**src/rtl/value_sum_histogram_2d_macros.svh**
```systemverilog
// Assertion helpers shared by the histogram modules.
`ifndef VALUE_SUM_HISTOGRAM_2D_MACROS_SVH
`define VALUE_SUM_HISTOGRAM_2D_MACROS_SVH

// Same-cycle implication, disabled while reset is asserted.
`define VSH_ASSERT_IMPL(label, clk, rst_n, ante, cons) \
  label: assert property (@(posedge clk) disable iff (!rst_n) (ante) |-> (cons)) \
    else $error("%m: assertion failed");

// Next-cycle implication, disabled while reset is asserted.
`define VSH_ASSERT_NEXT(label, clk, rst_n, ante, cons) \
  label: assert property (@(posedge clk) disable iff (!rst_n) (ante) |=> (cons)) \
    else $error("%m: assertion failed");

`endif

```
**src/rtl/vsh2d_pkg.sv**
```systemverilog
package vsh2d_pkg;

  localparam int unsigned MAX_X_BINS  = 64;
  localparam int unsigned MAX_Y_BINS  = 64;
  localparam int unsigned XW          = (MAX_X_BINS > 1) ? $clog2(MAX_X_BINS) : 1;
  localparam int unsigned YW          = (MAX_Y_BINS > 1) ? $clog2(MAX_Y_BINS) : 1;
  localparam int unsigned BIN_TOTAL   = MAX_X_BINS * MAX_Y_BINS;
  localparam int unsigned ADDR_W      = (BIN_TOTAL > 1) ? $clog2(BIN_TOTAL) : 1;
  localparam int unsigned QUEUE_DEPTH = 4;
  localparam int unsigned QPTR_W      = $clog2(QUEUE_DEPTH);
  localparam int unsigned QCNT_W      = $clog2(QUEUE_DEPTH + 1);
  localparam int unsigned CFG_W       = 32;
  localparam int unsigned CFG_IDX_W   = 3;
  localparam int unsigned BCNT_W      = 7;

  localparam logic [47:0] SUM_MAX = 48'h7FFF_FFFF_FFFF;
  localparam logic [47:0] SUM_MIN = 48'h8000_0000_0000;

  typedef enum logic {
    ACT_ADD  = 1'b0,
    ACT_READ = 1'b1
  } act_e;

  typedef enum logic [CFG_IDX_W-1:0] {
    CFG_X_EDGE  = 3'd0,
    CFG_X_SCALE = 3'd1,
    CFG_X_BINS  = 3'd2,
    CFG_Y_EDGE  = 3'd3,
    CFG_Y_SCALE = 3'd4,
    CFG_Y_BINS  = 3'd5
  } cfg_reg_e;

  typedef enum logic [1:0] {
    BK_CLEAR,
    BK_IDLE,
    BK_UPDATE
  } back_state_e;

  typedef struct packed {
    act_e               action;
    logic signed [31:0] x_coord;
    logic signed [31:0] y_coord;
    logic signed [31:0] sample_value;
    logic [5:0]         read_x_bin;
    logic [5:0]         read_y_bin;
  } in_item_t;

  typedef struct packed {
    logic [5:0]         hit_x_bin;
    logic [5:0]         hit_y_bin;
    logic signed [47:0] bin_sum;
    logic [31:0]        bin_hits;
    logic [31:0]        total_events;
  } out_item_t;

  typedef struct packed {
    act_e               action;
    logic [XW-1:0]      bx;
    logic [YW-1:0]      by;
    logic signed [31:0] value;
  } queue_item_t;

endpackage

```
**src/rtl/vsh2d_queue.sv**
```systemverilog
`include "value_sum_histogram_2d_macros.svh"

module vsh2d_queue (
  input  logic                   clk_i,
  input  logic                   rst_ni,
  input  logic                   push_valid_i,
  output logic                   push_ready_o,
  input  vsh2d_pkg::queue_item_t push_data_i,
  output logic                   pop_valid_o,
  input  logic                   pop_ready_i,
  output vsh2d_pkg::queue_item_t pop_data_o
);
  import vsh2d_pkg::*;

  queue_item_t       entries [QUEUE_DEPTH];
  logic [QPTR_W-1:0] wr_ptr_q, rd_ptr_q;
  logic [QCNT_W-1:0] count_q, count_d;
  logic              push_fire, pop_fire;

  assign push_ready_o = (count_q != QCNT_W'(QUEUE_DEPTH));
  assign pop_valid_o  = (count_q != '0);
  assign pop_data_o   = entries[rd_ptr_q];
  assign push_fire    = push_valid_i && push_ready_o;
  assign pop_fire     = pop_valid_o && pop_ready_i;

  always_comb begin
    count_d = count_q;
    if (push_fire && !pop_fire) begin
      count_d = count_q + QCNT_W'(1);
    end else if (pop_fire && !push_fire) begin
      count_d = count_q - QCNT_W'(1);
    end
  end

  always_ff @(posedge clk_i or negedge rst_ni) begin
    if (!rst_ni) begin
      wr_ptr_q <= '0;
      rd_ptr_q <= '0;
      count_q  <= '0;
    end else begin
      count_q <= count_d;
      if (push_fire) begin
        wr_ptr_q <= (wr_ptr_q == QPTR_W'(QUEUE_DEPTH - 1)) ? '0 : wr_ptr_q + QPTR_W'(1);
      end
      if (pop_fire) begin
        rd_ptr_q <= (rd_ptr_q == QPTR_W'(QUEUE_DEPTH - 1)) ? '0 : rd_ptr_q + QPTR_W'(1);
      end
    end
  end

  always_ff @(posedge clk_i) begin
    if (push_fire) begin
      entries[wr_ptr_q] <= push_data_i;
    end
  end

  `VSH_ASSERT_IMPL(a_count_bound, clk_i, rst_ni, 1'b1, count_q <= QCNT_W'(QUEUE_DEPTH))
  `VSH_ASSERT_NEXT(a_count_grows, clk_i, rst_ni, push_fire && !pop_fire, count_q == $past(count_q) + QCNT_W'(1))

endmodule

```
**config.mk**
```make
export PLATFORM = sky130hd
export DESIGN_NAME = vsh2d_queue
export DESIGN_NICKNAME = d
export VERILOG_FILES = /design/src/rtl/vsh2d_pkg.sv /design/src/rtl/vsh2d_queue.sv
export VERILOG_INCLUDE_DIRS = /design/src /design/src/rtl
export SDC_FILE = /design/constraint.sdc
export NUM_CORES = 1
export LEC_CHECK = 0
export BUFFER_PORTS_ARGS = -buffer_cell sky130_fd_sc_hd__buf_2
export CAP_MARGIN = 10
export CORE_MARGIN = 3
export CORE_UTILIZATION = 40
export DETAILED_ROUTE_END_ITERATION = 10
export GPL_TIMING_DRIVEN = 0
export MAX_ROUTING_LAYER = met4
export PLACE_DENSITY = 0.58
export SKIP_CTS_REPAIR_TIMING = 1
export SYNTH_ARGS = -nofsm -noshare
export SYNTH_HDL_FRONTEND = slang
export SYNTH_SLANG_ARGS = --single-unit
```
**constraint.sdc**
```tcl
create_clock -name clk_i -period 2.9 [get_ports clk_i]
set_input_delay 0.58 -clock clk_i [delete_from_list [all_inputs] [get_ports clk_i]]
set_output_delay 0.58 -clock clk_i [all_outputs]
set_load 0.05 [all_outputs]
```
-- Word level (Yosys, flattened, before mapping)
Memory sizes are Yosys's and may differ from the RTL's.
Index checks and enable logic that the tools add are counted.
- register bits after elaboration: 7
- bits in writable memories: 180
- word-level logic and storage cells: 25
- memories: 1
- memory list (name ; depth ; bits a word ; rd ports ; clocked after memory_dff ; wr ports ; line ; source):
    entries ; 4 ; 45 ; 1 ; 0 ; 1 ; vsh2d_queue.sv:15 ; queue_item_t entries [QUEUE_DEPTH];
- $add $sub $neg: 4
- eq/ne operators: 3
- multiplexer cells: 6
- reduce and logical (&&, ||, !) cells: 8
- operators with widths (kind ; count):
    two-way mux 3 bit ; 2
    adder 2 x 1 -> 2 bit (second input constant) ; 2
    == test 2 bit (second input constant) ; 2
    logical AND 1 bit ; 4
    two-way mux 2 bit ; 2
    adder 3 x 1 -> 3 bit (second input constant) ; 1
    != test 3 bit (second input constant) ; 1
    nonzero test 3 bit ; 1
    subtractor 3 x 1 -> 3 bit (second input constant) ; 1
    zero test 1 bit ; 2
    two-way mux 1 bit ; 2
    nonzero test 2 bit ; 1

-- Logic depth before layout (Yosys ltp)
Gate-level depths: netlist (run 1).
- depth after elaboration: 6
- mapped depth: 8

-- Worst setup path after synthesis (run 1)
Ideal clock, no wire load.
- path kind: register to register
- from: reg count_q[1]
- to: reg count_q[2]
- setup time: 0.079 ns
- arrival: 2.213 ns
- required time: 2.821 ns
- slack: 0.608 ns
- stages on the path, launching flop included: 9
- buffers on the path: 0
- cells stage by stage: dfrtp_1 or3_2 nand2_1 ha_1 inv_1 fa_1 xor2_1 nor2_1 xor2_1
- cells in the longest elaborated chain, start to end: 5
- RTL lines (item ; line ; source):
    start: declaration ; vsh2d_queue.sv:17 ; logic [QCNT_W-1:0] count_q, count_d;
    start signal: assignment ; vsh2d_queue.sv:41 ; count_q <= count_d;
    nonzero test 3 bit (*) ; vsh2d_queue.sv:21 ; assign pop_valid_o = (count_q != '0);
    net pop_valid_o ; vsh2d_queue.sv:9 ; output logic pop_valid_o,
    logical AND 1 bit (*) ; vsh2d_queue.sv:24 ; assign pop_fire = pop_valid_o && pop_ready_i;
    zero test 1 bit ; vsh2d_queue.sv:28 ; if (push_fire && !pop_fire) begin
    logical AND 1 bit ; vsh2d_queue.sv:28 ;
    two-way mux 3 bit / nonzero test 2 bit (equally long branches) ; - ;
Mark *: on every way through the listed nets, which the timed path passes. The rest lies on a longest branch. The select of a mux whose other input is x is not followed.
A chain may end at the register's enable or synchronous reset.

==> results of run 1 <==
## through the flow
stage	power (W)	hold slack (ns)
2_1_floorplan	0.00676	0.284
3_3_place_gp	0.00765	0.423
3_5_place_dp	0.00777	0.422
4_1_cts	0.0100	-0.0392
5_1_grt	0.0103	0.354
6_report	0.00984	0.371
## where the power goes
part	leakage (nW)	internal, W	total (W)	switching (W)
clock network	0.285	0.00127	0.00222	0.000953
logic	0.881	0.00123	0.00391	0.00268
registers	1.73	0.00357	0.00371	0.000137
total	2.90	0.00607	0.00984	0.00377
## logic make-up (layout without fill, tap and decap cells)
family,count (synthesis),count (layout),share of synthesized area
adders and majority gates,7,7,0.0137
and+or+nand+nor,11,11,0.0105
muxes,50,50,0.156
buffers and inverters,13,145,0.00994
xor gates and xnor gates,3,3,0.00380
DFF,187,187,0.806
## cell type report
cell class	count	area, um2	share of cell area
multi-input combinational	71	1270	0.152
clock inverter	15	149	0.0179
sequential	187	5580	0.669
timing repair buffer	100	566	0.0678
inverter	3	11.3	0.00135
buffer	10	60.1	0.00720
clock buffer	17	425	0.0510
tap	220	275	0.0330
## critical path, delay by kind of cell (launching register included)
family / cells / cell delay, ns
flops: 1 / 0.37
mux: 1 / 0.55
buf+inv: 3 / 0.77
## cell usage after synthesis, types with 2 or more instances
cell type	count	share of area
and3_2	4	0.0043
buf_2	4	0.0029
buf_4	4	0.0043
dfrtp_1	7	0.025
edfxtp_1	180	0.78
ha_1	6	0.011
inv_1	3	0.0016
mux2_2	3	0.0049
mux2_4	2	0.0043
mux4_2	45	0.15
nor2_1	3	0.0016
xor2_1	2	0.0025
## routing by layer
| layer | routed length, um | track usage | share of wire | vias to the layer above |
|---|---|---|---|---|
| met5 | 0 | - | 0 | - |
| met4 | 140 | 0.0516 | 0.011 | 0 |
| met3 | 591 | 0.0380 | 0.048 | 11 |
| met2 | 6490 | 0.236 | 0.52 | 75 |
| met1 | 5180 | 0.173 | 0.42 | 1617 |
| li1 | - | - | - | 1395 |
## state kept, by name, indices dropped and copies added (netlist names)
name      cells
wr_ptr_q      2
rd_ptr_q      2
entries     180
count_q       3
## worst paths after layout
| path | from | slack (ns) | depth (start not counted) | endpoint |
|---|---|---|---|---|
| min in group asynchronous | rst_ni | 0.51 | 2 | wr_ptr_q[1]$_DFFE_PN0P_ |
| worst min register to register | count_q[2]$_DFFE_PN0P_ | 0.50 | 1 | count_q[2]$_DFFE_PN0P_ |
| worst max-delay path | rd_ptr_q[0]$_DFFE_PN0P_ | 0.21 | 4 | pop_data_o[1] |
| max in group asynchronous | rst_ni | 2.24 | 2 | rd_ptr_q[0]$_DFFE_PN0P_ |
| worst max register to register | count_q[0]$_DFFE_PN0P_ | 0.65 | 8 | count_q[2]$_DFFE_PN0P_ |
| worst min-delay path | push_data_i[21] | 0.37 | 1 | entries[2][21]$_DFFE_PP_ |
==> results.yml, run 1 <==
cts:
  cts_max_level: 4
  cts_tree: "yes"
  numCtsBuffers: 17
  clock-sinks: 187
  clk_path_buf_depth: 2
  cts-root-buf: "clkbuf_16"
  clk_latency_ns: 0.42
  path_clk_slew_ns: 0.07
power:
  cellLeakagePower_nw: 2.90
  max-vdd-ir-drop_uv: 666
  power.density_mw_per_mm2: 1180
final_layout:
  area_growth_pct: 20.5
  diodes: 0
  final_common_cell: "edfxtp_1"
  fillerInstances: 1412
  layout-drive-gt1-share: 0.489
  post-route-util: 0.497
  fin_area_mm2: 0.00834
  final_cell_mix: "edfxtp_1, buf_2, mux4_2, clkbuf_16, dfrtp_1"
  nets: 446
  finalNonFillerCells: 623
routing:
  vias: 3098
  viasPerCell: 4.97
  drc: 0
  wl_mm: 12.4
  dr.first_iter.drc_count: 175
  dr.pass1.iters: 4
  wire_per_inst_um: 19.9
  ant_nets: 0
status:
  outcome: "finished, final reports clean"
worst_setup_path:
  cp_max_fo: 10
  cp_cell_sequence: "buf_4, buf_4, mux4_2, buf_2"
  startpoint_type: "register"
  crit_top_cell: "buf_4"
  path_class: "register to output port"
  crit_path_max_incr_delay_ns: 0.55
  worstSetupEndpointType: "output port"
  cp.arrival_ns: 2.11
  required_ns: 2.32
  slowest_stage: "mux4_2"
flow_run:
  cap_violations: 0
floorplan:
  dieArea_mm2: 0.0189
  die_y_um: 138
  start_util: 0.413
  fp-row-count: 47
  die_w_um: 138
  pin_count: 96
  fp.coreArea_mm2: 0.0168
global_route:
  grt_first_pass_wirelength_mm: 18.9
  groute.usage.overall: 0.144
  grt_start_max_net_pins: 30
  grt.overflow.total: 0
  grt_antenna_before_repair: 0
  grt_pass1_vias: 3456
logic_synthesis:
  synth_seq_cells: 187
  synth_flop_cell: "edfxtp_1"
  ys_seq_area_frac: 0.806
  syn-num-nets: 327
  async_reset_ff_frac: 0.0374
  synth-edff-count: 180
  ys_types: 20
  syn_inst: 271
  synth_area_mm2: 0.00692
  syn_area_per_cell_um2: 25.5
  ys_warn_count: 0
placed_design:
  io_buffers: 95
  place_area_mm2: 0.00775
  dpl.hpwl_mm: 7.71
  dp.cells: 590
  place_ws_ns: 0.472
  gp_congestion: 0.668
timing:
  setup_violations: 0
  finalClockSkew_ns: 0.00823
  tns_ns: 0
  relSlewSlack: 0.550
  min_period_ns: 2.69
  max_clock_freq_ghz: 0.372
  worst_slew_pin_slew_ns: 0.676
  worst_slack_ns: 0.213
  fin_crit_sh: 0.927
  hold_viol_final: 0
  grt_setup_unrepaired: "no"
  slew_violations: 0
min_path:
  hp-class: "input pin to register"
No activity file was read; power rests on OpenSTA's default activity.
==> run 2, diff against run 1 <==
Settings changed: CORE_UTILIZATION 40 to 57, PLACE_DENSITY 0.58 to 0.78.
==> results.yml, run 2 (synthesis results as in run 1) <==
timing:
  max_clock_freq_ghz: 0.373
  fin_crit_sh: 0.926
  tns_ns: 0
  grt_setup_unrepaired: "no"
  hold_ws_ns: 0.366
  finalClockSkew_ns: 0.00683
  relSlewSlack: 0.202
  min_period_ns: 2.68
  worst_slew_pin_slew_ns: 1.20
  hold_viol_final: 0
  slew_violations: 0
  setup_violations: 0
cts:
  numCtsBuffers: 17
  clk_path_buf_depth: 2
  cts_tree: "yes"
  clk_latency_ns: 0.42
  cts-root-buf: "clkbuf_16"
  clock-sinks: 187
  path_clk_slew_ns: 0.07
  cts_max_level: 4
global_route:
  groute.usage.overall: 0.195
  grt.overflow.total: 0
  grt_pass1_vias: 3441
  grt_start_max_net_pins: 46
  grt_first_pass_wirelength_mm: 18.2
  grt_antenna_before_repair: 0
routing:
  drc: 0
  viasPerCell: 5.72
  vias: 3116
  dr.first_iter.drc_count: 187
  ant_nets: 0
  dr.pass1.iters: 5
  wl_mm: 11.5
  wire_per_inst_um: 21.0
worst_setup_path:
  critPathLaunch: "rd_ptr_q[0]$_DFFE_PN0P_"
  slowest_stage: "mux4_2"
  reg2reg_from: "count_q[0]$_DFFE_PN0P_"
  startpoint_type: "register"
  worstSetupEndpointType: "output port"
  cp_cell_sequence: "buf_4, buf_4, mux4_2, buf_2"
  path_class: "register to output port"
  cp.arrival_ns: 2.10
  cp_max_fo: 10
  crit_top_cell: "buf_4"
  required_ns: 2.32
  crit_path_max_incr_delay_ns: 0.54
floorplan:
  die_y_um: 116
  fp-row-count: 39
  pin_count: 96
  die_w_um: 116
  start_util: 0.593
  fp.coreArea_mm2: 0.0117
  dieArea_mm2: 0.0135
power:
  intPower_w: 0.00622
  cellLeakagePower_nw: 2.90
  p_seq_frac: 0.376
  swShare: 0.373
  p_comb_frac: 0.386
  finalPower_w: 0.00993
  max-vdd-ir-drop_uv: 887
  power.density_mw_per_mm2: 1200
  clkPwrFrac: 0.238
  p_sw_w: 0.00370
status:
  outcome: "finished, final reports clean"
final_layout:
  area_growth_pct: 19.4
  final_common_cell: "edfxtp_1"
  layout-drive-gt1-share: 0.480
  largest_register: "entries"
  reg.largest.list: "entries (180), count_q (3)"
  fin_area_mm2: 0.00826
  final_cell_mix: "edfxtp_1, buf_2, mux4_2, clkbuf_16, dfrtp_1"
  largest_register_ffs: 180
  diodes: 0
  nets: 445
min_path:
  hp-class: "input pin to register"
  hp-start: "push_data_i[30]"
placed_design:
  gp_congestion: 0.726
  dpl.hpwl_mm: 6.73
  place_area_mm2: 0.00757
  io_buffers: 95
flow_run:
  cap_violations: 0
run 2: metal layers:
layer  routed length (um)  up-vias  GRT usage
met1                 4890     1616      0.249
li1                     -     1390          -
met3                  566       18     0.0554
met4                  187        0     0.0758
met5                    0        -          -
met2                 5820       92      0.303
run 2: worst max-delay path: cells and delay by family, from the launching register on:
kind	cells	cell delay [ns]
multiplexers	1	0.54
flip-flops	1	0.39
buffers and inverters	3	0.74
run 2: path summary, 6_finish.rpt:
path	to	depth (start not counted)	slack, ns
worst min register to register	count_q[2]$_DFFE_PN0P_	1	0.50
min in group asynchronous	count_q[2]$_DFFE_PN0P_	2	0.52
worst min-delay path	entries[2][30]$_DFFE_PP_	1	0.37
max in group asynchronous	count_q[0]$_DFFE_PN0P_	2	2.22
worst max register to register	count_q[2]$_DFFE_PN0P_	8	0.66
worst max-delay path	pop_data_o[5]	4	0.22
run 2: cell type report:
cell class | instances | area (um2)
plain buffers | 10 | 60.1
clock inverters | 14 | 178
flip-flops and latches | 187 | 5580
fillers | 705 | 3400
well taps | 143 | 179
inverters | 3 | 11.3
clock buffers | 18 | 429
repair buffers | 99 | 553
multi-input cells | 71 | 1270
run 2: metrics by stage:
stage | util | instances | worst slack, ns
after global routing | 0.708 | 545 | 0.0671
final | 0.708 | 545 | 0.215
after CTS | 0.702 | 541 | 0.00481
after detailed placement | 0.650 | 509 | 0.508
after global placement | 0.650 | 509 | 0.484
after floorplan | - | 271 | 0.608
run 2: power by group through the flow:
stage / Sequential [W] / Combinational [W] / Clock, W
global placement: 0.00376 / 0.00381 / 0
floorplan: 0.00373 / 0.00304 / 0
CTS: 0.00375 / 0.00385 / 0.00238
global route: 0.00378 / 0.00408 / 0.00250
detailed placement: 0.00380 / 0.00384 / 0
finish: 0.00373 / 0.00384 / 0.00236
